`src/design/ctb_pkg.sv`:
```
// Shared types, constants and helpers for the cascading timer bank.
`timescale 1ns / 1ps

package ctb_pkg;

  // Default build sizes
  localparam int NUM_TIMERS_DEF     = 4;
  localparam int PRESCALE_WIDTH_DEF = 10;

  // Field widths
  localparam int COUNT_W  = 16;
  localparam int CTL_W    = 8;
  localparam int CFG_IDX_W = 3;
  localparam int MASK_W   = 4;
  localparam int SND_W    = 2;
  localparam int SEL_W    = 2;
  localparam int PRE_SEL_W = 2;
  localparam int SHIFT_W  = 5;

  // Register map
  localparam logic [CFG_IDX_W-1:0] REG_RELOAD0  = 3'd0;
  localparam logic [CFG_IDX_W-1:0] REG_CONTROL0 = 3'd4;

  // Control register bit positions
  localparam int CTL_PRE_LSB = 0;
  localparam int CTL_CASCADE = 2;
  localparam int CTL_IRQ     = 6;
  localparam int CTL_ENABLE  = 7;

  // Prescaler codes
  localparam logic [PRE_SEL_W-1:0] PRE_DIV1    = 2'd0;
  localparam logic [PRE_SEL_W-1:0] PRE_DIV64   = 2'd1;
  localparam logic [PRE_SEL_W-1:0] PRE_DIV256  = 2'd2;
  localparam logic [PRE_SEL_W-1:0] PRE_DIV1024 = 2'd3;

  // Input kinds
  localparam logic KIND_TICK = 1'b0;
  localparam logic KIND_READ = 1'b1;

  // Write strobes and data handed to one timer cell
  typedef struct packed {
    logic                reload_we;
    logic                control_we;
    logic [COUNT_W-1:0]  data;
  } ctb_cfg_t;

  // log2 of the prescale period for a prescaler code
  function automatic logic [SHIFT_W-1:0] period_shift(input logic [PRE_SEL_W-1:0] code);
    logic [SHIFT_W-1:0] sh;
    case (code)
      PRE_DIV1:    sh = 5'd0;
      PRE_DIV64:   sh = 5'd6;
      PRE_DIV256:  sh = 5'd8;
      PRE_DIV1024: sh = 5'd10;
      default:     sh = 5'd0;
    endcase
    return sh;
  endfunction

endpackage

```
`src/design/ctb_cell.sv`:
```
// One timer cell: reload/control registers, prescaler, counter, cascade in/out.
`timescale 1ns / 1ps

module ctb_cell #(
  parameter int   PRESCALE_WIDTH = ctb_pkg::PRESCALE_WIDTH_DEF,
  parameter logic CASCADE_OK     = 1'b1
) (
  input  logic                         clk,
  input  logic                         rst,
  input  ctb_pkg::ctb_cfg_t            cfg,
  input  logic                         tick,
  input  logic                         carry_in,
  output logic                         carry_out,
  output logic                         irq_out,
  output logic [ctb_pkg::COUNT_W-1:0]  count
);

  localparam int PW = PRESCALE_WIDTH;

  logic [ctb_pkg::COUNT_W-1:0] reload;
  logic [ctb_pkg::CTL_W-1:0]   control;
  logic [PW-1:0]               prescale;

  logic [ctb_pkg::COUNT_W-1:0] count_next;
  logic [PW-1:0]               prescale_next;
  logic [ctb_pkg::SHIFT_W-1:0] sh;
  logic [PW:0]                 period;
  logic [PW:0]                 pre_inc;
  logic                        enabled;
  logic                        cascaded;
  logic                        bump;
  logic                        over;

  assign enabled  = control[ctb_pkg::CTL_ENABLE];
  assign cascaded = CASCADE_OK && control[ctb_pkg::CTL_CASCADE];

  always_comb begin
    sh = ctb_pkg::period_shift(control[ctb_pkg::CTL_PRE_LSB +: ctb_pkg::PRE_SEL_W]);
    if (32'(sh) > PW) begin
      sh = ctb_pkg::SHIFT_W'(PW);
    end
    period  = (PW+1)'(1) << sh;
    pre_inc = {1'b0, prescale} + (PW+1)'(1);

    prescale_next = prescale;
    bump          = 1'b0;
    if (!enabled) begin
      prescale_next = '0;
    end else if (cascaded) begin
      prescale_next = '0;
      bump          = carry_in;
    end else if (pre_inc >= period) begin
      prescale_next = '0;
      bump          = 1'b1;
    end else begin
      prescale_next = pre_inc[PW-1:0];
    end

    over       = 1'b0;
    count_next = count;
    if (bump) begin
      if (count == '1) begin
        count_next = reload;
        over       = 1'b1;
      end else begin
        count_next = count + ctb_pkg::COUNT_W'(1);
      end
    end
  end

  assign carry_out = tick && over;
  assign irq_out   = carry_out && control[ctb_pkg::CTL_IRQ];

  always_ff @(posedge clk) begin
    if (rst) begin
      reload   <= '0;
      control  <= '0;
      count    <= '0;
      prescale <= '0;
    end else begin
      if (cfg.reload_we) begin
        reload <= cfg.data;
      end
      if (cfg.control_we) begin
        control <= cfg.data[ctb_pkg::CTL_W-1:0];
        // switching on restarts from the reload value
        if (cfg.data[ctb_pkg::CTL_ENABLE] && !enabled) begin
          count    <= reload;
          prescale <= '0;
        end
      end else if (tick) begin
        count    <= count_next;
        prescale <= prescale_next;
      end
    end
  end

endmodule

```
`src/design/cascading_timer_bank_core.sv`:
```
// Top level of the cascading timer bank: cell chain, config decode, output register.
`timescale 1ns / 1ps

// A bank of 16-bit up-counters built as a chain of timer cells. Each request
// is either a clock tick (tuser = 0) or a counter read (tuser = 1, timer in
// s_tdata[1:0]); each request yields exactly one result. Throughput is one
// request per cycle unless m_tready holds the output: the overflow carry ripples
// through the cells within the cycle, and a single output register holds the
// result, with s_tready high whenever that register is empty or being drained.
// On a tick, enabled timers count every 1/64/256/1024 ticks (period clipped
// to 2^PRESCALE_WIDTH) or, when cascaded (not timer 0), on the overflow of
// the timer below. Overflow reloads the counter and flags the overflow, IRQ
// (if enabled) and sound pulse (timers 0 and 1) bits. Config writes (index
// 0..3 reload, 4..7 control) are taken every cycle and should be issued only
// while no request is in flight. Turning a timer on loads its reload value.
module cascading_timer_bank_core #(
  parameter int NUM_TIMERS     = ctb_pkg::NUM_TIMERS_DEF,
  parameter int PRESCALE_WIDTH = ctb_pkg::PRESCALE_WIDTH_DEF
) (
  input  logic                            clk,
  input  logic                            rst,
  // request stream
  input  logic                            s_tvalid,
  output logic                            s_tready,
  input  logic [7:0]                      s_tdata,   // [1:0] timer_select, rest zero
  input  logic                            s_tuser,   // [0] kind
  // result stream
  output logic                            m_tvalid,
  input  logic                            m_tready,
  output logic [31:0]                     m_tdata,   // [3:0] overflow_mask, [7:4] irq_mask,
                                                     // [9:8] sound_pulse, [25:10] counter_value
  // register writes
  input  logic                            cfg_valid,
  output logic                            cfg_ready,
  input  logic [ctb_pkg::CFG_IDX_W-1:0]   cfg_index,
  input  logic [ctb_pkg::COUNT_W-1:0]     cfg_data
);

  // timers reachable from the register map and the result masks
  localparam int NUM_VIS = (NUM_TIMERS < ctb_pkg::MASK_W) ? NUM_TIMERS : ctb_pkg::MASK_W;

  logic s_fire;
  logic cfg_fire;
  logic tick;
  logic is_control;
  logic [ctb_pkg::SEL_W-1:0] cfg_timer;
  logic [ctb_pkg::SEL_W-1:0] sel;

  ctb_pkg::ctb_cfg_t           cell_cfg [NUM_TIMERS];
  logic [NUM_TIMERS:0]         carry;
  logic [NUM_TIMERS-1:0]       irq;
  logic [ctb_pkg::COUNT_W-1:0] counts   [NUM_TIMERS];

  logic [ctb_pkg::MASK_W-1:0]  ovf_mask;
  logic [ctb_pkg::MASK_W-1:0]  irq_mask;
  logic [ctb_pkg::COUNT_W-1:0] read_value;
  logic [31:0]                 result;

  assign cfg_ready = 1'b1;
  assign cfg_fire  = cfg_valid && cfg_ready;
  assign s_tready  = !m_tvalid || m_tready;
  assign s_fire    = s_tvalid && s_tready;
  assign tick      = s_fire && (s_tuser == ctb_pkg::KIND_TICK);
  assign sel       = s_tdata[ctb_pkg::SEL_W-1:0];

  assign is_control = (cfg_index >= ctb_pkg::REG_CONTROL0);
  assign cfg_timer  = is_control ? ctb_pkg::SEL_W'(cfg_index - ctb_pkg::REG_CONTROL0)
                                 : ctb_pkg::SEL_W'(cfg_index - ctb_pkg::REG_RELOAD0);

  assign carry[0] = 1'b0;

  // the cell chain; carry hands overflow to the next timer up
  for (genvar i = 0; i < NUM_TIMERS; i++) begin : g_cell
    if (i < ctb_pkg::MASK_W) begin : g_mapped
      always_comb begin
        cell_cfg[i].data       = cfg_data;
        cell_cfg[i].reload_we  = cfg_fire && !is_control && (cfg_timer == ctb_pkg::SEL_W'(i));
        cell_cfg[i].control_we = cfg_fire && is_control && (cfg_timer == ctb_pkg::SEL_W'(i));
      end
    end else begin : g_unmapped
      // no register slot: stays disabled
      assign cell_cfg[i] = '0;
    end

    ctb_cell #(
      .PRESCALE_WIDTH (PRESCALE_WIDTH),
      .CASCADE_OK     ((i > 0) ? 1'b1 : 1'b0)
    ) u_cell (
      .clk       (clk),
      .rst       (rst),
      .cfg       (cell_cfg[i]),
      .tick      (tick),
      .carry_in  (carry[i]),
      .carry_out (carry[i+1]),
      .irq_out   (irq[i]),
      .count     (counts[i])
    );
  end

  always_comb begin
    ovf_mask   = '0;
    irq_mask   = '0;
    read_value = '0;
    for (int i = 0; i < NUM_VIS; i++) begin
      ovf_mask[i] = carry[i+1];
      irq_mask[i] = irq[i];
      if (sel == ctb_pkg::SEL_W'(i)) begin
        read_value = counts[i];
      end
    end
    result = '0;
    if (s_tuser == ctb_pkg::KIND_READ) begin
      result[25:10] = read_value;
    end else begin
      result[3:0] = ovf_mask;
      result[7:4] = irq_mask;
      result[9:8] = ovf_mask[ctb_pkg::SND_W-1:0];
    end
  end

  // output register
  always_ff @(posedge clk) begin
    if (rst) begin
      m_tvalid <= 1'b0;
    end else if (s_tready) begin
      m_tvalid <= s_tvalid;
    end
  end

  always_ff @(posedge clk) begin
    if (s_fire) begin
      m_tdata <= result;
    end
  end

endmodule

```
`config.mk`:
```
export PLATFORM = sky130hd
export DESIGN_NAME = cascading_timer_bank_core
export DESIGN_NICKNAME = d
export VERILOG_FILES = /design/src/design/ctb_pkg.sv /design/src/design/ctb_cell.sv /design/src/design/cascading_timer_bank_core.sv
export SDC_FILE = /design/constraint.sdc
export NUM_CORES = 1
export LEC_CHECK = 0
export BUFFER_PORTS_ARGS = -buffer_cell sky130_fd_sc_hd__clkbuf_2
export CAP_MARGIN = 20
export CORE_ASPECT_RATIO = 2
export CORE_MARGIN = 2
export CORE_UTILIZATION = 50
export DETAILED_ROUTE_END_ITERATION = 7
export PLACE_DENSITY = 0.64
export REMOVE_ABC_BUFFERS = 1
export SLEW_MARGIN = 20
export SYNTH_ARGS = -nofsm -noshare
export SYNTH_HDL_FRONTEND = slang
export SYNTH_HIERARCHICAL = 1
export SYNTH_SLANG_ARGS = --single-unit
```
`constraint.sdc`:
```
create_clock -name clk -period 5.51 [get_ports clk]
set_input_delay 0.551 -clock clk [delete_from_list [all_inputs] [get_ports clk]]
set_output_delay 0.551 -clock clk [all_outputs]
set_load 0.005 [all_outputs]
```
# Word-level counts from Yosys, hierarchy flattened
# Index checks and enable logic that the tools add are counted.
# totals
regBits	227
inputBits	33
out_inout_bits	35
# classes
addsub	9
magnitude_cmp	9
n_eq_ne	26
shift	4
muxes	75
bitwise_logic	1
n_reduce_logical	53
# op_table
op	n
2-to-1 mux 16 bit	24
2-to-1 mux 10 bit	23
one-hot mux 5 bit (4 select lines)	4
adder 16 x 1 -> 16 bit (second input constant)	4
equality test 16 bit (second input constant)	4
adder 10 x 1 -> 11 bit (second input constant)	4
greater-or-equal comparator 11 bit	4
<< shifter 1 x 5 -> 11 bit (first input constant)	4
equality test 2 bit (second input constant)	12
logical AND 1 bit	24
> comparator 5 x 4 -> 1 bit (second input constant)	4
2-to-1 mux 5 bit	4
2-to-1 mux 1 bit	19
nonzero test 2 bit	8
equality test 2 x 1 -> 1 bit (second input constant)	6
zero test 2 bit	6
AND reduction 3 bit	4
!= test 2 x 1 -> 1 bit (second input constant)	4
AND reduction 2 bit	4
zero test 1 bit	6
greater-or-equal comparator 3 bit (second input constant)	1
2-to-1 mux 2 bit	1
subtractor 2 x 1 -> 2 bit (second input constant)	1
logical OR 1 bit	1
NOT 1 bit	1

# Longest topological paths before layout
# Gate-level depths: netlist of the first run.
# depth
ltp_word	23
depth_mapped	21
ltp_nobuf	20

# Cells and area by module
# Netlist of the first run, hierarchy kept.
# modules_own_cells
mod	n_inst	cells_per_inst	area_per_inst_um2	seq_area_each_um2
ctb_cell (g_cell[1].u_cell ...)	3	324	2667.6	940.9
ctb_cell (g_cell[0].u_cell)	1	313	2597.5	920.9
cascading_timer_bank_core	1	120	1488.9	740.7

# Worst setup path before layout of the first run
# OpenSTA, ideal clock, no wires.
# synth_timing
path_type	reg-to-reg
startpoint	reg g_cell[0].u_cell.prescale[0]
endpoint	reg g_cell[3].u_cell/count[11] (netlist bit)
setup_ns	0.092
arrival_time_ns	4.145
required_time_ns	5.418
setup_slack_ns	1.273
stages_incl_launch_ff	20
path_buffers	1
period_less_slack_ns	4.237
path_cell_list	dfxtp_1 > ha_1 > and3_1 > nand3_1 > xnor2_1 > ha_1 > a21boi_1 > o31a_4 > nor2_1 > nor4_1 > o211ai_1 > a211oi_1 > o211ai_1 > a211oi_1 > o211ai_1 > nor2_1 > o211a_2 > nor2_4 > buf_6 > o32ai_1
# synth_between
elab_chain_cells	18
# synth_lines
element	line	source
start, declared	ctb_cell.sv:22	logic [PW-1:0] prescale;
start signal, assigned	ctb_cell.sv:93	prescale <= prescale_next;
adder 10 x 1 -> 11 bit	ctb_cell.sv:43	pre_inc = {1'b0, prescale} + (PW+1)'(1);
greater-or-equal comparator 11 bit	ctb_cell.sv:52	end else if (pre_inc >= period) begin
2-to-1 mux 1 bit	ctb_cell.sv:52	
2-to-1 mux 1 bit	ctb_cell.sv:47	if (!enabled) begin
2-to-1 mux 1 bit	ctb_cell.sv:61	if (bump) begin
logical AND 1 bit	ctb_cell.sv:71	assign carry_out = tick && over;
named net carry[1]	cascading_timer_bank_core.sv:50	logic [NUM_TIMERS:0] carry;
2-to-1 mux 1 bit	ctb_cell.sv:49	end else if (cascaded) begin
[... 3 more ...]	n/a	
named net carry[2]	cascading_timer_bank_core.sv:50	
[... 1 more ...]	n/a	
2-to-1 mux 1 bit	ctb_cell.sv:47	
2-to-1 mux 1 bit	ctb_cell.sv:61	
logical AND 1 bit	ctb_cell.sv:71	
named net carry[3]	cascading_timer_bank_core.sv:50	
2-to-1 mux 1 bit	ctb_cell.sv:49	
2-to-1 mux 1 bit	ctb_cell.sv:47	
nonzero test 2 bit (no source line)	n/a	
AND reduction 3 bit (no source line)	n/a	
end signal, assigned	ctb_cell.sv:88	count <= reload;
end signal, assigned	ctb_cell.sv:92	count <= count_next;
end, declared	ctb_cell.sv:15	output logic [ctb_pkg::COUNT_W-1:0] count
# The timed path passes the listed nets, and every way through them passes these cells.
# A chain may end at the register's enable or synchronous reset.

# Worst setup path after layout of the first run
# layout_timing
startpoint	reg g_cell[0].u_cell.prescale[0]
endpoint	reg g_cell[3].u_cell/count[15] (netlist bit)
# Same word-level chain as after synthesis.

==> reports/summary.md, run 1 <==
Worst setup path
• CP Data Arrival Time: 5460 ps
• required time at the worst-slack endpoint: 5970 ps
• end of the worst register-to-register path: g_cell[3].u_cell/count[15]$_SDFFE_PP0P_
• Crit Path Max Fanout: 11
• kind of start point of the critical path: register
• cells along the critical path: ha_1, and3_1, nand3_1, xnor2_1, ha_1, nor4b_1, nand3_1, or3_1, a31o_2, nor2_1, nor4_1, buf_4, o211ai_1, a211oi_1, buf_4, o211ai_1, a211oi_1, buf_4, o211ai_1, nor2_1, a31o_2, nor2_4, o221a_1
• Register-to-Register Path Depth: 23
• FF-to-FF Start: g_cell[0].u_cell/prescale[0]$_SDFFE_PP0P_
• path type of the worst setup path: register to register
• maximum single-stage delay on the critical path: 470 ps
• critical path capture point type: register
• cell with the biggest individual delay on the critical path: dfxtp_1
• setup slack of the most critical reg-to-reg path: 510 ps
• startpoint of the most critical setup path: g_cell[0].u_cell/prescale[0]$_SDFFE_PP0P_

Detailed routing
• Routed met3 length: 1.59 mm
• uppermost routed layer: met4
• Post-DRT Antenna Nets: 0
• total length of routed met2 wires: 18.8 mm
• wire length per cell after detailed routing: 21.2 microns
• detailed-router iteration count before antenna repair: 5
• number of violations reported at the end of detailed-routing iteration 0: 855
• total length of routed wires: 36.4 mm
• routed via count: 10.9k
• length of routed wiring on met1: 13.4 mm
• number of vias per cell after detailed routing: 6.35
• total DRC errors in the routed layout: 0

Floorplan
• DIE WIDTH: 114 microns
• full die area: 25,500 sq um
• height of the chip: 224 microns
• initial cell density of the core: 0.507
• placeable core area: 23,800 sq um
• I/O pin count: 68
• number of core rows: 80

GRT
• vias in the first global route: 10.6k
• global router's overall resource usage: 0.284
• global-route congestion overflow total: 0
• antenna violations before repair: 0
• global-route wire length before repair: 57.0 mm
• largest net degree at the start of global routing: 93

Power
• leakage power of the design: 4.41 nW
• worst IR drop on VDD: 0.257 mV
• pwr dens: 254 nW/um^2

Synth
• number of enable flip-flop cells after synthesis: 24
• most instantiated flip-flop cell in the synthesis netlist: dfxtp_1
• sequential share of the synthesized area: 0.371
• area share of the largest cell type after synthesis: 0.311
• most frequent cell after synthesis: dfxtp_1
• Avg Inst Size Synth: 8.60 sq um
• Synth cell types: 80
• top cells by count, synth: 188 x dfxtp_1, 176 x nor2_1, 136 x nand2_1
• count of mapped cells out of synthesis: 1,405
• leading area contributor after synthesis: dfxtp_1
• Synth area leaders: dfxtp_1 31%, mux2i_1 9.6%, edfxtp_1 6.0%
• count of state elements after synthesis: 212
• total standard cell area after synthesis: 12,100 sq um
• number of warnings issued by yosys: 6
• FFs w/ async S/R, synth: 0

Outcome
• run status: finished clean

Clock network
• Clock Sink Count: 212
• buffer type at the clock tree root: clkbuf_16
• worst-skew pair later-pin latency: 530 ps
• H-tree level count: 1
• Max clock buf depth: 3
• clock tree from TritonCTS: yes
• number of clock buffers inserted by TritonCTS: 22
• CTS clock-pin slew for the worst setup and hold paths: 70 ps
• number of buffers inserted for hold repair after clock tree synthesis: 0
• number of setup buffers added after CTS: 0
• post-cts gate resize count: 0

STA
• PnR worst setup slack: 508 ps
• Least-Margin Pin Slew: 1150 ps
• relative max-transition margin: 0.236
• minimum period implied by the final worst setup slack: 5000 ps
• fraction of the cycle the final worst path needs: 0.908
• maximum clock skew at final layout: 17.9 ps
• Fin Setup TNS: 0 ps
• final hold viol count: 0
• top achievable clock speed: 0.200 GHz
• RSZ-0062 raised after global routing: false
• number of max-slew violations in the final report: 0
• Setup violations, final: 0

Worst hold path
• hold path startpoint: s_tvalid
• Hold Path Depth: 3
• Hold/Removal Path Class: primary input to register
• Hold EP: m_tvalid$_SDFFE_PP0P_

Flow run
• Max Cap Violations: 0

Layout
• Final Util: 0.551
• number of nets at the end of the flow: 1,468
• # diodes: 0
• proportion of layout cells with a drive suffix above 1: 0.113
• area added between synthesis and finish: 8.53%

Placement
• # port buffers: 54
• Routability Congestion: 0.924
• setup slack at placement: 574 ps
• HPWL Detailed: 25.8 mm

==> metrics by stage <==
step / total power, mW / area, sq um / hold slack, ps / instances
6_report: 3.34 / 13100 / 286 / 1714
3_3_place_gp: 1.84 / 12400 / 464 / 1673
2_1_floorplan: 1.73 / 11500 / 452 / 1308
5_1_grt: 3.44 / 13100 / 305 / 1714
4_1_cts: 3.36 / 13100 / 272 / 1714
3_5_place_dp: 1.85 / 12400 / 477 / 1674
==> report_power, final <==
group	leakage (nW)	switching, mW	internal [mW]
Sequential	1.76	0.0180	1.58
Clock	0.364	0.635	0.887
Combinational	2.28	0.148	0.0630
Total	4.41	0.800	2.54
==> worst max-delay path, delay by kind of cell, from the launching register on <==
kind            cells  cell delay, ps
compound gates      8            1630
xor+xnor            1             170
fa+ha+maj           2             490
buf+inv             3             500
flops               1             470
simple gates        9            1680
==> cell families (layout without fill, tap and decap cells) <==
logic type | count (synthesis) | after routing | share of synthesized area
AND/OR/NAND/NOR | 587 | 587 | 0.243
AO/OA/AOI/OAI | 310 | 310 | 0.185
flip-flops | 212 | 212 | 0.371
multiplexers | 123 | 123 | 0.103
buffers and inverters | 121 | 138 | 0.0537
XOR/XNOR | 26 | 26 | 0.0188
adder cells (fa/ha/maj) | 24 | 24 | 0.0248
other | 2 | 7 | 0.000621
==> sequential cells by signal (all words and copies together), names as in the netlist <==
name,flops
g_cell.u_cell/reload,64
g_cell.u_cell/control,19
m_tvalid,1
m_tdata,24
g_cell.u_cell/count,64
g_cell.u_cell/prescale,40
==> how the worst max path moves through the flow <==
| stage | end | slack (ps) | cells past startpoint |
|---|---|---|---|
| finish | g_cell[3].u_cell/count[15]$_SDFFE_PP0P_ | 510 | 23 |
| global route | g_cell[3].u_cell/count[10]$_SDFFE_PP0P_ | 30 | 24 |
| floorplan | g_cell[3].u_cell/count[12]$_SDFFE_PP0P_ | 1090 | 18 |
| detailed placement | g_cell[3].u_cell/count[15]$_SDFFE_PP0P_ | 570 | 23 |
| global placement | g_cell[3].u_cell/count[15]$_SDFFE_PP0P_ | 680 | 23 |
| CTS | g_cell[3].u_cell/count[15]$_SDFFE_PP0P_ | 520 | 23 |
==> placed cells by master (no fill, tap or decap), types with 15 or more instances in the layout <==
cell type  instances
nand3_1           53
dfxtp_1          188
o211ai_1          18
edfxtp_1          24
nand2b_1          15
and3_1            18
a32oi_1           16
ha_1              24
xnor2_1           20
a21oi_1           79
o22ai_1           26
o32ai_1           27
inv_1             19
mux2i_1          116
a31oi_1           26
nor2_1           173
or3_1             19
nor3_1            39
clkbuf_16         24
clkbuf_2          53
nand4_1           30
nor2b_1           22
buf_4             24
a22oi_1           15
nand2_1          136
==> layout make-up <==
type | count | area [sq um]
well taps | 287 | 359
repair buffers | 79 | 472
inverters | 19 | 71.3
fillers | 2251 | 10700
multi-input cells | 1077 | 7000
clock inverters | 4 | 22.5
flip-flops and latches | 212 | 4480
clock buffers | 36 | 716
==> layer usage <==
| layer | GRT usage | vias up |
|---|---|---|
| met5 | 0 | - |
| met4 | 0.196 | 0 |
| met3 | 0.0308 | 129 |
| met2 | 0.512 | 367 |
| met1 | 0.302 | 5180 |
| li1 | - | 5209 |
Note: power is estimated with default switching activity, not from simulation.
==> inputs of run 2 (changes only) <==
--- a/config.mk
+++ b/config.mk
@@ -5,13 +5,14 @@
 export SDC_FILE = /design/constraint.sdc
 export NUM_CORES = 1
 export LEC_CHECK = 0
+export ABC_AREA = 1
 export BUFFER_PORTS_ARGS = -buffer_cell sky130_fd_sc_hd__clkbuf_2
 export CAP_MARGIN = 20
 export CORE_ASPECT_RATIO = 2
 export CORE_MARGIN = 2
-export CORE_UTILIZATION = 50
+export CORE_UTILIZATION = 60
 export DETAILED_ROUTE_END_ITERATION = 7
-export PLACE_DENSITY = 0.64
+export PLACE_DENSITY = 0.76
 export REMOVE_ABC_BUFFERS = 1
 export SLEW_MARGIN = 20
 export SYNTH_ARGS = -nofsm -noshare
==> reports/summary.md, run 2 <==
Layout
• proportion of layout cells with a drive suffix above 1: 0.0761
• top library cells by usage in the layout, fill and taps aside: 420 x nand2_1, 351 x nor2_1, 188 x dfxtp_1
• # diodes: 0
• biggest regs: g_cell.u_cell/count x64, g_cell.u_cell/reload x64, g_cell.u_cell/prescale x40
• commonest non-fill, non-tap cell in the layout: nand2_1
• Final Util: 0.653
• number of nets at the end of the flow: 1,922
• area added between synthesis and finish: 7.35%
• non-filler instance count after layout: 2,145
• final-layout fill cell count: 1,854

STA
• RSZ-0062 raised after global routing: false
• Fin Setup TNS: 0 ps
• maximum clock skew at final layout: 15.3 ps
• fraction of the cycle the final worst path needs: 0.843
• final hold viol count: 0
• top achievable clock speed: 0.215 GHz
• number of max-slew violations in the final report: 0
• Setup violations, final: 0
• Least-Margin Pin Slew: 1080 ps
• relative max-transition margin: 0.281
• minimum period implied by the final worst setup slack: 4640 ps

Detailed routing
• wire length per cell after detailed routing: 16.1 microns
• uppermost routed layer: met4
• Routed met3 length: 1.72 mm
• number of violations reported at the end of detailed-routing iteration 0: 802
• total length of routed wires: 34.6 mm
• length of routed wiring on met1: 12.4 mm
• detailed-router iteration count before antenna repair: 6
• total length of routed met2 wires: 17.4 mm
• Post-DRT Antenna Nets: 0
• total DRC errors in the routed layout: 0
• routed via count: 12.1k
• number of vias per cell after detailed routing: 5.62

Synth
• area share of the largest cell type after synthesis: 0.305
• Synth cell types: 41
• count of mapped cells out of synthesis: 1,853
• FFs w/ async S/R, synth: 0
• count of state elements after synthesis: 212
• sequential share of the synthesized area: 0.364
• number of enable flip-flop cells after synthesis: 24
• number of warnings issued by yosys: 6
• top cells by count, synth: 420 x nand2_1, 351 x nor2_1, 188 x dfxtp_1
• total standard cell area after synthesis: 12,300 sq um
• Synth area leaders: dfxtp_1 31%, nand2_1 13%, nor2_1 11%
• most frequent cell after synthesis: nand2_1
• Avg Inst Size Synth: 6.65 sq um
• leading area contributor after synthesis: dfxtp_1
• most instantiated flip-flop cell in the synthesis netlist: dfxtp_1

Worst setup path
• kind of start point of the critical path: register
• crit-path leading delay family: simple AND/OR/NAND/NOR gates
• maximum single-stage delay on the critical path: 400 ps
• required time at the worst-slack endpoint: 5920 ps
• Critical path buffers and inverters: 2
• cell with the biggest individual delay on the critical path: dfxtp_1
• cell type with the highest occurrence count on the critical path: nand2_1
• path type of the worst setup path: register to register
• FF-to-FF Start: g_cell[0].u_cell/prescale[1]$_SDFFE_PP0P_
• critical path capture point type: register
• Crit Path Max Fanout: 21
• Register-to-Register Path Depth: 31
• CP Data Arrival Time: 5050 ps
• setup slack of the most critical reg-to-reg path: 870 ps
• end of the worst register-to-register path: g_cell[3].u_cell/count[10]$_SDFFE_PP0P_

Clock network
• CTS clock-pin slew for the worst setup and hold paths: 70 ps
• buffer type at the clock tree root: clkbuf_16
• clock tree from TritonCTS: yes
• H-tree level count: 1
• worst-skew pair later-pin latency: 520 ps
• number of clock buffers inserted by TritonCTS: 21
• Clock Sink Count: 212
• post-cts gate resize count: 0
• Max clock buf depth: 3
• number of setup buffers added after CTS: 0
• number of buffers inserted for hold repair after clock tree synthesis: 0

GRT
• antenna violations before repair: 0
• global router's overall resource usage: 0.315
• global-route wire length before repair: 54.9 mm
• global-route congestion overflow total: 0
• largest net degree at the start of global routing: 38
• vias in the first global route: 11.3k

Floorplan
• number of core rows: 74
• initial cell density of the core: 0.608
• placeable core area: 20,300 sq um
• DIE WIDTH: 105 microns
• height of the chip: 207 microns
• I/O pin count: 68
• full die area: 21,800 sq um

Power
• leakage power of the design: 5.57 nW
• pwr dens: 255 nW/um^2
• worst IR drop on VDD: 0.295 mV

Flow run
• Max Cap Violations: 0

Placement
• HPWL Detailed: 24.4 mm
• DP Cell Count: 2,107
• # port buffers: 54
• Routability Congestion: 0.973

Worst hold path
• Hold Path Depth: 4
• Hold/Removal Path Class: primary input to register
• hold path startpoint: m_tready
• Hold EP: m_tvalid$_SDFFE_PP0P_

Outcome
• run status: finished clean

run 2: cell count changes after synthesis, moves of 27 or more:
cell	previous run	this run
o32ai_1	27	0
nand2_1	136	420
inv_1	19	152
nand3_1	53	130
clkbuf_1	56	28
mux2i_1	116	15
nor2_1	176	351
o21ai_0	8	153
a21oi_1	79	110
xor2_1	6	34
run 2: cell type report:
class	instances	area, sq um	area share
Clock buffer	32	618	0.0467
Clock inverter	5	61.3	0.00463
Inverter	170	638	0.0482
Multi-Input combinational cell	1397	6740	0.509
Sequential cell	212	4480	0.339
Tap cell	266	333	0.0252
Timing Repair Buffer	63	358	0.0270
run 2: worst register-to-register path: cells and delay by family (launching register included):
kind                     cells  cell delay, ps
buffers and inverters        2             130
AND/OR/NAND/NOR             23            2590
AO/OA/AOI/OAI                4             840
flip-flops                   1             400
adder cells (fa/ha/maj)      2             540
run 2: logic make-up after synthesis:
kind of cell	count (synthesis)	synth area share
flip-flops	212	0.364
AO/OA/AOI/OAI	284	0.119
other	2	0.000609
AND/OR/NAND/NOR	1026	0.360
XOR/XNOR	41	0.0291
buffers and inverters	249	0.0909
adder cells (fa/ha/maj)	24	0.0244
multiplexers	15	0.0122
run 2: worst max path at each step:
stage	start	slack (ps)	cells past startpoint	endpoint
detailed placement	g_cell[0].u_cell/prescale[0]$_SDFFE_PP0P_	940	31	g_cell[3].u_cell/count[6]$_SDFFE_PP0P_
global route	g_cell[0].u_cell/prescale[1]$_SDFFE_PP0P_	430	31	g_cell[3].u_cell/count[14]$_SDFFE_PP0P_
floorplan	g_cell[0].u_cell/prescale[1]$_SDFFE_PP0P_	1730	31	g_cell[3].u_cell/count[10]$_SDFFE_PP0P_
finish	g_cell[0].u_cell/prescale[1]$_SDFFE_PP0P_	870	31	g_cell[3].u_cell/count[10]$_SDFFE_PP0P_
CTS	g_cell[0].u_cell/prescale[0]$_SDFFE_PP0P_	900	31	g_cell[3].u_cell/count[4]$_SDFFE_PP0P_
global placement	g_cell[0].u_cell/prescale[0]$_SDFFE_PP0P_	1040	31	g_cell[3].u_cell/count[1]$_SDFFE_PP0P_
run 2: power by group:
part | switching [mW] | internal (mW)
combinational | 0.190 | 0.0821
sequential | 0.0324 | 1.60
clock | 0.641 | 0.826
run 2: layer usage:
layer | vias up | GRT usage
met5 | - | 0
met4 | 0 | 0.260
met3 | 128 | 0.0392
met2 | 390 | 0.570
met1 | 5533 | 0.321
li1 | 5999 | -
run 2: metrics by stage:
step                      power [mW]  instance area (sq um)  setup WS (ps)  hold slack [ps]
after global placement          1.93                  12500           1040              446
after CTS                       3.38                  13200            896              346
final                           3.37                  13200            865              355
after detailed placement        1.93                  12500            940              452
after global routing            3.47                  13200            431              388
after floorplan                 1.82                  11900           1730              436
